<file path="config.mk">
export PLATFORM = sky130hd
export DESIGN_NAME = bmhs_sift
export DESIGN_NICKNAME = d
export VERILOG_FILES = /design/src/rtl/bmhs_pkg.sv /design/src/rtl/bmhs_sift.sv
export VERILOG_INCLUDE_DIRS = /design/src /design/src/rtl
export SDC_FILE = /design/constraint.sdc
export NUM_CORES = 1
export LEC_CHECK = 0
export BUFFER_PORTS_ARGS = -buffer_cell sky130_fd_sc_hd__buf_4
export CORE_MARGIN = 10
export CORE_UTILIZATION = 45
export DETAILED_ROUTE_END_ITERATION = 6
export GPL_TIMING_DRIVEN = 0
export MAX_ROUTING_LAYER = met4
export PLACE_DENSITY = 0.73
export SYNTH_ARGS = -nofsm -noshare
export SYNTH_HDL_FRONTEND = slang
export SYNTH_SLANG_ARGS = --single-unit
</file>
<file path="constraint.sdc">
create_clock -name clk -period 15.96 [get_ports clk]
set_clock_uncertainty 0.15 [all_clocks]
set_input_delay 0.798 -clock clk [delete_from_list [all_inputs] [get_ports clk]]
set_output_delay 0.798 -clock clk [all_outputs]
set_load 0.01 [all_outputs]
</file>
<file path="src/rtl/assert_macros.svh">
// Assertion macros shared by the heap select RTL.
// Depends on nothing; users must have clk and rst in scope.
`ifndef ASSERT_MACROS_SVH
`define ASSERT_MACROS_SVH

// Check that cond implies prop in the same cycle.
`define BMHS_ASSERT_IMPL(lbl, cond, prop, msg) \
  lbl: assert property (@(posedge clk) disable iff (rst) (cond) |-> (prop)) \
    else $error(msg);

// Check that cond implies prop in the next cycle.
`define BMHS_ASSERT_NEXT(lbl, cond, prop, msg) \
  lbl: assert property (@(posedge clk) disable iff (rst) (cond) |=> (prop)) \
    else $error(msg);

`endif

</file>
<file path="src/rtl/bmhs_pkg.sv">
// Shared types and constants for the binary max-heap select unit.
// Used by binary_max_heap_select_unit and bmhs_sift; depends on nothing.
package bmhs_pkg;

  localparam int DEPTH_DEFAULT = 1024;
  localparam int VALUE_W       = 32;
  localparam int ENTRY_W       = 11;

  typedef logic signed [VALUE_W-1:0] value_t;

  typedef enum logic [1:0] {
    CMD_LOAD   = 2'd0,
    CMD_BUILD  = 2'd1,
    CMD_OFFER  = 2'd2,
    CMD_DELETE = 2'd3
  } cmd_t;

  typedef enum logic [1:0] {
    ST_OK    = 2'd0,
    ST_FULL  = 2'd1,
    ST_EMPTY = 2'd2
  } status_t;

endpackage

</file>
<file path="src/rtl/bmhs_sift.sv">
// Sift-down engine: walks one value down the heap, a read step then a compare step per level.
// Depends on bmhs_pkg and assert_macros.svh; drives the heap RAM ports.
`include "assert_macros.svh"

module bmhs_sift #(
  parameter int DEPTH = bmhs_pkg::DEPTH_DEFAULT,
  localparam int AW = (DEPTH > 1) ? $clog2(DEPTH) : 1,
  localparam int CW = $clog2(DEPTH + 1)
) (
  input  logic                  clk,
  input  logic                  rst,
  input  logic                  start,
  input  logic [AW-1:0]         start_pos,
  input  bmhs_pkg::value_t      start_val,
  input  logic [CW-1:0]         held,
  output logic                  done,
  output logic                  we,
  output logic [AW-1:0]         waddr,
  output bmhs_pkg::value_t      wdata,
  output logic [AW-1:0]         raddr_a,
  output logic [AW-1:0]         raddr_b,
  input  bmhs_pkg::value_t      rdata_a,
  input  bmhs_pkg::value_t      rdata_b
);
  localparam int IW = AW + 1;

  typedef enum logic [1:0] {E_IDLE, E_READ, E_CMP} e_state_t;

  e_state_t         e_state;
  logic [AW-1:0]    pos;
  bmhs_pkg::value_t v;
  logic [CW-1:0]    n;
  logic [IW-1:0]    child;
  logic             has_r;

  logic [IW-1:0]    child_c;
  logic [IW-1:0]    child_r1;
  logic [IW-1:0]    n_ext;
  logic             leaf;
  logic             pick_r;
  bmhs_pkg::value_t big;
  logic [IW-1:0]    big_idx;
  logic             stop;

  // Child addresses of the current slot
  assign child_c  = {pos, 1'b0} + IW'(1);
  assign child_r1 = child_c + IW'(1);
  assign n_ext    = IW'(n);
  assign leaf     = (child_c >= n_ext);

  // Pick the larger child and decide whether the value settles here
  assign pick_r  = has_r && (rdata_b > rdata_a);
  assign big     = pick_r ? rdata_b : rdata_a;
  assign big_idx = pick_r ? (child + IW'(1)) : child;
  assign stop    = (v >= big);

  assign raddr_a = child_c[AW-1:0];
  assign raddr_b = child_r1[AW-1:0];

  // Drive the write port and completion
  always_comb begin
    we    = 1'b0;
    waddr = pos;
    wdata = v;
    done  = 1'b0;
    case (e_state)
      E_READ: begin
        if (leaf) begin
          we   = 1'b1;
          done = 1'b1;
        end
      end
      E_CMP: begin
        we = 1'b1;
        if (stop) begin
          done = 1'b1;
        end else begin
          wdata = big;
        end
      end
      default: begin
      end
    endcase
  end

  // Advance the walk
  always_ff @(posedge clk) begin
    if (rst) begin
      e_state <= E_IDLE;
    end else begin
      case (e_state)
        E_IDLE: begin
          if (start) begin
            pos     <= start_pos;
            v       <= start_val;
            n       <= held;
            e_state <= E_READ;
          end
        end
        E_READ: begin
          if (leaf) begin
            e_state <= E_IDLE;
          end else begin
            child   <= child_c;
            has_r   <= (child_r1 < n_ext);
            e_state <= E_CMP;
          end
        end
        E_CMP: begin
          if (stop) begin
            e_state <= E_IDLE;
          end else begin
            pos     <= big_idx[AW-1:0];
            e_state <= E_READ;
          end
        end
        default: begin
          e_state <= E_IDLE;
        end
      endcase
    end
  end

  `BMHS_ASSERT_IMPL(a_start_idle, start, e_state == E_IDLE, "sift start while busy")
  `BMHS_ASSERT_IMPL(a_wr_range, we, {1'b0, waddr} < n_ext, "sift write past held entries")
  `BMHS_ASSERT_NEXT(a_done_idle, done, e_state == E_IDLE, "sift not idle after done")

endmodule
</file>
==> Word-level counts from Yosys, hierarchy flattened <==
Cells that the tools add are included.
{ "word_totals": {"regBits": 66, "in_bits": 120} }
{ "classes": {"muxes": 15, "reduce_logical": 6, "n_lt_le_gt_ge": 4, "n_eq_ne": 4, "add_sub_neg": 3, "bitwise_logic": 2} }
{ "op_table": {"columns": ["op", "n"], "rows": [
  ["$mux 32", 3],
  ["$ge 32x32->1", 1],
  ["$gt 32x32->1", 1],
  ["$mux 10", 3],
  ["$add 11x1->11 const B", 2],
  ["$pmux 10 s2", 1],
  ["$ge 11x11->1", 1],
  ["$lt 11x11->1", 1],
  ["$add 10x1->10 const B", 1],
  ["$pmux 2 s3", 1],
  ["$reduce_and 3->1", 2],
  ["$mux 2", 2],
  ["$ne 2x2->1 const B", 2],
  ["$pmux 1 s2", 2],
  ["$reduce_and 4->1", 1],
  ["$mux 1", 3],
  ["$eq 2x1->1 const B", 1],
  ["$eq 2x2->1 const B", 1],
  ["$logic_not 2->1", 1],
  ["$not 1->1", 2],
  ["$reduce_bool 2->1", 1],
  ["$logic_and 1x1->1", 1]
]} }

==> Logic depth before layout (Yosys ltp) <==
Gate-level depths: netlist of run 1.
{ "depth": {"ltp_word": 6, "ltp_mapped": 22, "depth_no_buf": 18} }

==> Worst setup path before layout of run 1 <==
No wires, ideal clock.
{ "synth_path": {"kind": "input to register", "start": "input port rdata_a[19]", "end": "register pos[0], in the netlist waddr[0] (enable)", "arrival_time_ps": 5729, "n_path_buf": 3, "slack_ps": 9677, "stages": 21, "setup_ps": 404, "path_cell_list": "inv_1 ha_1 a21oi_1 o21ai_1 a221oi_2 nor3_1 a2111oi_2 mux2_4 buf_12 buf_12 mux2i_1 ha_1 clkbuf_1 a21oi_1 o21ai_1 a2111oi_0 o2111ai_1 o21ai_1 mux2i_1 nor2_1 nor4_1"} }
{ "synth_between": {"elab_chain_len": 6} }
{ "synth_rtl": {"columns": ["item", "line_no", "text"], "rows": [
  ["start: declaration", "bmhs_sift.sv:22", "input bmhs_pkg::value_t rdata_a,"],
  ["$gt 32x32->1", "bmhs_sift.sv:52", "assign pick_r = has_r && (rdata_b > rdata_a);"],
  ["$logic_and 1x1->1", "bmhs_sift.sv:52", null],
  ["$mux 32 (*)", "bmhs_sift.sv:53", "assign big = pick_r ? rdata_b : rdata_a;"],
  ["$ge 32x32->1 (*)", "bmhs_sift.sv:55", "assign stop = (v >= big);"],
  ["$ne 2x2->1 (no line) (*)", null, null],
  ["$reduce_and 4->1 (no line) (*)", null, null],
  ["end signal: assignment", "bmhs_sift.sv:94", "pos <= start_pos;"],
  ["end signal: assignment", "bmhs_sift.sv:113", "pos <= big_idx[AW-1:0];"],
  ["end: declaration", "bmhs_sift.sv:30", "logic [AW-1:0] pos;"]
]} }
Every way passes the cells marked *; elsewhere a longest branch is shown, timed or not.
A chain may end at the register's enable or synchronous reset.

==> Final worst setup path of run 1 <==
{ "layout_path": {"start": "input port rdata_a[13]", "end": "output port wdata[3]"} }
{ "layout_between": {"elab_chain_len": 6} }
{ "layout_rtl": {"columns": ["item", "line_no", "text"], "rows": [
  ["$gt 32x32->1", "bmhs_sift.sv:52", null],
  ["$logic_and 1x1->1", "bmhs_sift.sv:52", null],
  ["$mux 32 (*)", "bmhs_sift.sv:53", null],
  ["$ge 32x32->1", "bmhs_sift.sv:55", null],
  ["$mux 32 (*)", "bmhs_sift.sv:75", "if (stop) begin"],
  ["$mux 32 (*)", "bmhs_sift.sv:66", "case (e_state)"],
  ["end: declaration", "bmhs_sift.sv:19", "output bmhs_pkg::value_t wdata,"]
]} }
Marks and branches as above.

==> results.json, run 1 <==
{
  "peakVddDrop_mv": 0.0466,
  "yosys-top-cells-area": "edfxtp_1 (35%), ha_1 (21%), mux2i_1 (6.1%), a21oi_1 (5.9%), a31oi_1 (4.1%)",
  "diodes": 0,
  "synth_top_cell_by_area": "edfxtp_1",
  "drtAntennaViolNets": 0,
  "status": "finished clean",
  "grt_max_degree": 33,
  "worstPathArrival_ps": 6410,
  "path_max_fanout": 10,
  "post-route-period-util": 0.461,
  "final_layout_size_suffix_gt1_frac": 0.299,
  "die_y_um": 130,
  "portBuffers": 181,
  "finalPower_mw": 0.596,
  "tightest_slew_ps": 876,
  "ys.flop_type": "edfxtp_1",
  "ioPinCount": 184,
  "reg2reg_setup_slack_ps": 11020,
  "crit_start": "rdata_a[13]",
  "drc": 0,
  "worstSetupPathType": "in -> out",
  "maxSlewViolCount": 0,
  "insertion_delay_ps": 330,
  "worstRegToRegCells": 17,
  "start_util": 0.457,
  "ys_warn_count": 0,
  "ys_ff_latch": 65,
  "finalSetupViolCount": 0,
  "grt_pass1_wl_mm": 26.4,
  "min_path_type": "reg -> reg",
  "synthCells": 546,
  "crit_family": "compound AO/OA/AOI/OAI gates",
  "cts_buffers": 9,
  "syn-cell-area_um2": 5440,
  "path_depth": 24,
  "grt_setup_unrepaired": "no",
  "path_cells": "buf_4, inv_1, ha_1, a21oi_1, nor2_1, a211oi_1, o211ai_1, a2111oi_2, mux2_4, buf_12, buf_12, mux2i_1, ha_1, clkbuf_1, a21oi_1, o21ai_1, a2111oi_0, o2111ai_1, o21ai_1, mux2i_1, clkbuf_1, a21oi_1, a31oi_1, buf_4",
  "drtIter0Drc": 287,
  "crit_buf_inv": 7,
  "nets": 950,
  "dieArea_um2": 16900,
  "cp_slowest_stage_delay_ps": 740,
  "grt_pass1_vias": 5219,
  "worstHoldStart": "e_state[1]",
  "finalSetupTns_ps": 0,
  "dr.pass1.iters": 4,
  "path_common_cell": "a21oi_1",
  "fmax_ghz": 0.136,
  "area_growth_pct": 34.7,
  "cap_violations": 0,
  "finalCriticalPeriod_ps": 7360,
  "vias_per_cell": 5.67,
  "placementRows": 40,
  "post-cts-setup-buffers": 0,
  "clockBufferDepth": 2,
  "grt.overflow.total": 0,
  "wl_per_cell_um": 18.8,
  "route.vias.total": 5056,
  "final_common_cell": "buf_4",
  "synth_seq_area_share": 0.355,
  "layout_common_cells": "buf_4 (193), ha_1 (90), a21oi_1 (64), edfxtp_1 (63), inv_1 (51)",
  "synthArstFlopShare": 0,
  "crit_path_end_kind": "output pin",
  "slew_headroom": 0.414,
  "h-tree-depth": 3,
  "dpl.hpwl_mm": 13.9,
  "whs_path_depth": 2,
  "track_usage": 0.201,
  "holdWs_ps": 397,
  "wl_mm": 16.8,
  "synth-edff-count": 63,
  "r2r_start": "has_r",
  "die_width_um": 130,
  "clockRootBuffer": "clkbuf_16",
  "synth_top_area_share": 0.348,
  "clock-sinks": 65,
  "slowest_stage": "mux2i_1",
  "syn_area_per_cell_um2": 9.97,
  "p_leak_nw": 3.49,
  "synth_fp_nets": 756,
  "holdBufCountCts": 0,
  "routabilityCongestion": 0.923,
  "antenna_found_initial": 0,
  "cts_tree": "done",
  "clk_pin_slew_worst_paths_ps": 60,
  "design.core.area_um2": 11900,
  "startpoint_type": "input port",
  "yosys.cell_types.count": 50,
  "hold_violations": 0,
  "cellPowerDensity_nw_per_um2": 81.3,
  "post_cts_resized": 0,
  "worst_ep_required_time_ps": 15010
}
==> power breakdown <==
part | internal, mW | total (mW) | switching (mW)
Sequential | 0.199 | 0.208 | 0.00810
Combinational | 0.0858 | 0.185 | 0.0990
Clock | 0.127 | 0.204 | 0.0769
==> cell type report <==
class | instances | area (um2)
flip-flops and latches | 65 | 1930
clock inverters | 5 | 63.8
well taps | 147 | 184
repair buffers | 183 | 1390
clock buffers | 11 | 243
fillers | 999 | 4580
multi-input cells | 398 | 3100
inverters | 51 | 191
plain buffers | 32 | 234
==> stage by stage <==
stage | instances | area, um2 | utilization | worst slack, ps
finish | 892 | 7330 | 0.616 | 8600
global route | 892 | 7330 | 0.616 | 8070
CTS | 892 | 7330 | 0.616 | 8610
detailed placement | 876 | 7030 | 0.590 | 8620
global placement | 874 | 6980 | 0.586 | 8170
floorplan | 546 | 5440 | - | 9680
==> flip-flops by register name (all words and copies together), names as in the netlist <==
| name | cells |
|---|---|
| child | 9 |
| has_r | 1 |
| v | 32 |
| n | 11 |
| e_state | 2 |
| waddr | 10 |
==> tightest hold or removal path, stage by stage, from the launching register on <==
cell and delay, ps:
dfxtp_1 350, nand3b_1 100, o41ai_1 60
==> worst paths after layout <==
path                              endpoint
worst min-delay path            e_state[1]
worst max-delay path              wdata[3]
worst max register to register    waddr[4]
worst min register to register  e_state[1]
==> layer usage <==
layer	vias up	share of wire	track usage
met5	-	0	-
met4	0	0.027	0.0800
met3	34	0.048	0.0304
met2	158	0.48	0.335
met1	2418	0.44	0.240
li1	2446	-	-
==> Yosys cell counts (7+ instances only) <==
cell type,number
ha_1,90
a21oi_1,64
edfxtp_1,63
inv_1,51
a31oi_1,36
mux2i_1,33
nand2_1,23
nor2_1,19
nand3_1,17
clkbuf_1,16
o21ai_0,14
buf_4,11
nand4_1,11
nand2b_1,7
==> kinds of logic after synthesis <==
group | Yosys count | share of synthesized area
simple gates | 108 | 0.104
mux | 37 | 0.0697
compound gates | 152 | 0.170
fa+ha+maj | 90 | 0.207
other cells | 2 | 0.00138
flops | 65 | 0.355
buf+inv | 83 | 0.0782
xor+xnor | 9 | 0.0145
No activity file was read; power rests on OpenSTA's default activity.
==> inputs of run 2 (changes only) <==
--- a/config.mk
+++ b/config.mk
@@ -12,7 +12,7 @@
 export DETAILED_ROUTE_END_ITERATION = 6
 export GPL_TIMING_DRIVEN = 0
 export MAX_ROUTING_LAYER = met4
-export PLACE_DENSITY = 0.73
+export PLACE_DENSITY = 0.76
 export SYNTH_ARGS = -nofsm -noshare
 export SYNTH_HDL_FRONTEND = slang
 export SYNTH_SLANG_ARGS = --single-unit
==> constraint.sdc (replaced) <==
create_clock -name clk -period 6.06 [get_ports clk]
set_clock_uncertainty 0.15 [all_clocks]
set_input_delay 0.303 -clock clk [delete_from_list [all_inputs] [get_ports clk]]
set_output_delay 0.303 -clock clk [all_outputs]
set_load 0.01 [all_outputs]
==> results.json, run 2 (synthesized netlist as in run 1, its figures left out) <==
{
  "die_width_um": 130,
  "drtAntennaViolNets": 0,
  "grt.overflow.total": 0,
  "h-tree-depth": 3,
  "ioPinCount": 184,
  "final_common_cell": "buf_4",
  "track_usage": 0.208,
  "drtIter0Drc": 274,
  "grt_max_degree": 31,
  "clockRootBuffer": "clkbuf_16",
  "dieArea_um2": 16900,
  "slowest_stage": "a2111oi_4",
  "grt_pass1_vias": 5454,
  "vias_per_cell": 5.61,
  "cp_slowest_stage_delay_ps": 370,
  "routabilityCongestion": 0.945,
  "finalSetupViolCount": 0,
  "wl_mm": 17.6,
  "startpoint_type": "input port",
  "cts_tree": "done",
  "crit_path_end_kind": "output pin",
  "post-route-period-util": 0.950,
  "clockBufferDepth": 2,
  "nFillCells": 920,
  "min_path_type": "in -> reg",
  "finalSetupTns_ps": 0,
  "crit_family": "compound AO/OA/AOI/OAI gates",
  "clk_pin_slew_worst_paths_ps": 60,
  "placementRows": 40,
  "fmax_ghz": 0.174,
  "worstSetupPathType": "in -> out",
  "dr.pass1.iters": 5,
  "insertion_delay_ps": 330,
  "path_max_fanout": 10,
  "largest_reg_flops": 32,
  "p_leak_nw": 3.70,
  "drc": 0,
  "hold_violations": 0,
  "wl_per_cell_um": 18.7,
  "cap_violations": 0,
  "cts_buffers": 9,
  "dpl.hpwl_mm": 13.9,
  "post-route-util": 0.659,
  "area_growth_pct": 44.1,
  "design.core.area_um2": 11900,
  "start_util": 0.457,
  "layout_common_cells": "buf_4 (195), ha_1 (90), a21oi_1 (64), edfxtp_1 (63), inv_1 (51)",
  "finalCriticalPeriod_ps": 5760,
  "route.vias.total": 5264,
  "nets": 994,
  "portBuffers": 181,
  "status": "finished clean",
  "die_y_um": 130,
  "peakVddDrop_mv": 0.132,
  "clock-sinks": 65,
  "worst_ep_required_time_ps": 5610,
  "cellPowerDensity_nw_per_um2": 213,
  "crit_buf_inv": 8,
  "maxSlewViolCount": 0,
  "slew_headroom": 0.366,
  "grt_pass1_wl_mm": 27.2,
  "tightest_slew_ps": 948,
  "worstPathArrival_ps": 5300,
  "regMostFlops": "v",
  "final_layout_size_suffix_gt1_frac": 0.295,
  "antenna_found_initial": 1
}
==> run 2: metrics by stage <==
stage          power (mW)  instance area, um2  instances  hold slack, ps  setup slack, ps
2_1_floorplan       0.831                5440        546             222              272
3_3_place_gp         1.02                6980        874             331            -1380
3_5_place_dp         1.04                7030        876             332             -510
4_1_cts              1.66                7750        929          0.0663             26.2
5_1_grt              1.75                7840        937            1.52            -5.50
6_report             1.67                7840        938            19.5              304
==> run 2: worst reg2reg max path, cell delays in order (launching register included) <==
cell and delay [ps]:
edfxtp_1 350, o31a_1 200, nand2_1 70, mux2_4 310, buf_12 160, buf_12 150
mux2i_1 200, ha_1 260, clkbuf_1 200, a21oi_1 160, o21ai_1 170, a2111oi_2 300
o2111ai_1 180, o21ai_2 140, mux2i_4 270, buf_4 170, nor2_1 80, nor4_2 640
buf_4 280
==> run 2: final cells by class <==
cell class | count | area [um2] | area share
Clock buffer | 10 | 229 | 0.0292
Inverter | 51 | 191 | 0.0244
Multi-Input combinational cell | 398 | 3130 | 0.399
Buffer | 32 | 241 | 0.0308
Sequential cell | 65 | 1930 | 0.246
Antenna cell | 2 | 5.00 | 0.000638
Tap cell | 147 | 184 | 0.0234
Timing Repair Buffer | 227 | 1820 | 0.232
Clock inverter | 6 | 106 | 0.0136
==> run 2: report_power, final <==
group / switching (mW) / internal [mW]
combinational: 0.273 / 0.255
sequential: 0.0210 / 0.526
clock: 0.195 / 0.400
==> run 2: path summary, 6_finish.rpt <==
kind                                    start         end  slack (ps)  cells past startpoint
worst min register to register     e_state[1]  e_state[1]         410                      2
worst max register to register          has_r    waddr[6]        1340                     18
worst max-delay path              rdata_a[13]    wdata[2]         300                     25
worst min-delay path            start_val[16]       v[16]          20                      1
==> run 2: metal layers <==
layer | vias up | GRT usage | share of wire
met5 | - | - | 0
met4 | 0 | 0.105 | 0.036
met3 | 48 | 0.0333 | 0.057
met1 | 2479 | 0.237 | 0.41
li1 | 2537 | - | -
met2 | 200 | 0.349 | 0.50
==> run 2: repair_timing <==
action                                  CTS  global route
endpoints found under the setup margin   37            42
gates resized for setup                   5            11
hold buffers                             37             5
endpoints found under the hold margin    37             5
setup buffers                             0             2
pin swaps                                 0             2
==> inputs of run 3 (changes only) <==
==> constraint.sdc (replaced) <==
create_clock -name clk -period 6.06 [get_ports clk]
set_clock_uncertainty 0.15 [all_clocks]
set_input_delay 1.212 -clock clk [delete_from_list [all_inputs] [get_ports clk]]
set_output_delay 1.212 -clock clk [all_outputs]
set_load 0.01 [all_outputs]
==> results.json, run 3 (synthesized netlist as in run 1, its figures left out) <==
{
  "grt_pass1_vias": 5550,
  "whs_path_depth": 2,
  "ioPinCount": 184,
  "design.core.area_um2": 11900,
  "crit_family": "compound AO/OA/AOI/OAI gates",
  "largest_reg_flops": 32,
  "multi_input_area_um2": 4150,
  "diodes": 0,
  "place_area_um2": 7330,
  "p_int_mw": 1.23,
  "clock-sinks": 65,
  "final_common_cell": "buf_4",
  "cts_buffers": 9,
  "placementRows": 40,
  "min_path_type": "reg -> reg",
  "die_width_um": 130,
  "slew_headroom": 0.288,
  "finalPower_mw": 1.81,
  "finalCriticalPeriod_ps": 7040,
  "r2r_end": "waddr[1]",
  "finalSetupViolCount": 33,
  "clockPowerShare": 0.280,
  "drtIter0Drc": 339,
  "cellPowerDensity_nw_per_um2": 204,
  "fin_cells": 921,
  "r2r_start": "has_r",
  "slowest_stage": "a2111oi_4",
  "peakVddDrop_mv": 0.165,
  "post-route-period-util": 1.16,
  "drtAntennaViolNets": 0,
  "status": "complete, but fails checks",
  "post-place-ws_ps": -1860,
  "setup_slack_ps": -983,
  "crit_buf_inv": 8,
  "final_layout_size_suffix_gt1_frac": 0.500,
  "cap_violations": 0,
  "start_util": 0.457,
  "route.vias.total": 5292,
  "grt_setup_unrepaired": "yes",
  "endpoint": "wdata[3]",
  "dpl.hpwl_mm": 14.3,
  "layout_common_cells": "buf_4 (186), edfxtp_1 (63), ha_1 (62), inv_1 (36)",
  "tightest_slew_ps": 1070,
  "pwr-share-seq": 0.304,
  "failed_checks": "setup timing",
  "routabilityCongestion": 0.859,
  "area_growth_pct": 63.1,
  "antenna_found_initial": 0,
  "fmax_ghz": 0.142,
  "holdBufCountCts": 0,
  "path_common_cell": "buf_6",
  "nets": 979,
  "maxSlewViolCount": 0,
  "cts_tree": "done",
  "grt_max_degree": 32,
  "vias_per_cell": 5.75,
  "p_sw_frac": 0.325,
  "worstRegToRegCells": 19,
  "h-tree-depth": 3,
  "insertion_delay_ps": 340,
  "crit_start": "rdata_a[11]",
  "path_cells": "buf_4, inv_2, ha_4, a21oi_1, o21ai_1, a21oi_2, o211ai_1, a2111oi_4, mux2_4, buf_12, bufbuf_16, mux2i_4, ha_1, nand2_1, nor2_1, a211oi_2, o2111ai_2, o21ai_2, mux2i_4, buf_6, buf_6, clkbuf_16, a31oi_4, buf_6",
  "dp.cells": 875,
  "hold_violations": 0,
  "drc": 0,
  "nFillCells": 805,
  "dieArea_um2": 16900,
  "portBuffers": 181,
  "holdWs_ps": 398,
  "track_usage": 0.221,
  "regMostFlops": "v",
  "crit_path_end_kind": "output pin",
  "finalSetupTns_ps": -31180,
  "wl_per_cell_um": 21.2,
  "worstPathArrival_ps": 5680,
  "dr.pass1.iters": 7,
  "final-seq-area_um2": 1930,
  "path_max_fanout": 7,
  "p_sw_mw": 0.589,
  "reg2reg_setup_slack_ps": 1940,
  "post-route-util": 0.745,
  "clockRootBuffer": "clkbuf_16",
  "cp_slowest_stage_delay_ps": 430,
  "path_depth": 24,
  "worst_ep_required_time_ps": 4700,
  "final_area_um2": 8870,
  "comb_power_share": 0.415,
  "wl_mm": 19.6,
  "grt_pass1_wl_mm": 28.6,
  "startpoint_type": "input port",
  "grt.overflow.total": 0,
  "clk_pin_slew_worst_paths_ps": 50,
  "die_y_um": 130,
  "worstSetupPathType": "in -> out",
  "clockBufferDepth": 2,
  "p_leak_nw": 3.75
}
-- run 3: cell types whose count changed in the layout (fill, tap and decap cells not counted), sizes merged --
cell	previous run	this run
clkinv	2	3
bufbuf	0	1
buf	202	230
dlygate4sd3	42	0
clkinvlp	1	0
bufinv	3	1
diode	2	0
-- run 3: repair_timing --
item,CTS,global route
pin swaps,35,40
endpoints found under the setup margin,43,43
setup buffers,16,11
endpoints found under the hold margin,0,0
gates resized for setup,72,112
gates cloned,4,2
-- run 3: how the worst min path moves through the flow --
stage / start / slack (ps) / to
4_1_cts: e_state[1] / 400 / e_state[1]
2_1_floorplan: e_state[1] / 340 / e_state[1]
6_report: e_state[1] / 400 / e_state[1]
3_3_place_gp: e_state[1] / 360 / e_state[1]
5_1_grt: e_state[1] / 430 / e_state[1]
3_5_place_dp: e_state[1] / 370 / e_state[1]
-- run 3: metal layers --
metal	up-vias	global-route usage	wire [um]
met5	-	-	0
met2	174	0.387	10300
met1	2572	0.247	7750
met4	0	0.0741	474
met3	32	0.0442	1070
li1	2514	-	-
-- run 3: area by class of cell --
type / instances / share of cell area
inverter: 51 / 0.0227
clock inverter: 4 / 0.00494
timing repair buffer: 213 / 0.205
sequential: 65 / 0.218
clock buffer: 12 / 0.0266
multi-input combinational: 398 / 0.468
buffer: 31 / 0.0345
tap: 147 / 0.0207
-- run 3: tightest hold or removal path: stages (launching register included) --
cell,delay [ps]
dfxtp_1,340
nand3b_1,100
o41ai_1,60
-- run 3: power groups by stage --
stage / sequential [mW] / combinational (mW) / clock [mW]
2_1_floorplan: 0.553 / 0.315 / 0
3_3_place_gp: 0.558 / 0.508 / 0
3_5_place_dp: 0.557 / 0.528 / 0
4_1_cts: 0.550 / 0.623 / 0.513
5_1_grt: 0.555 / 0.806 / 0.534
6_report: 0.552 / 0.754 / 0.509
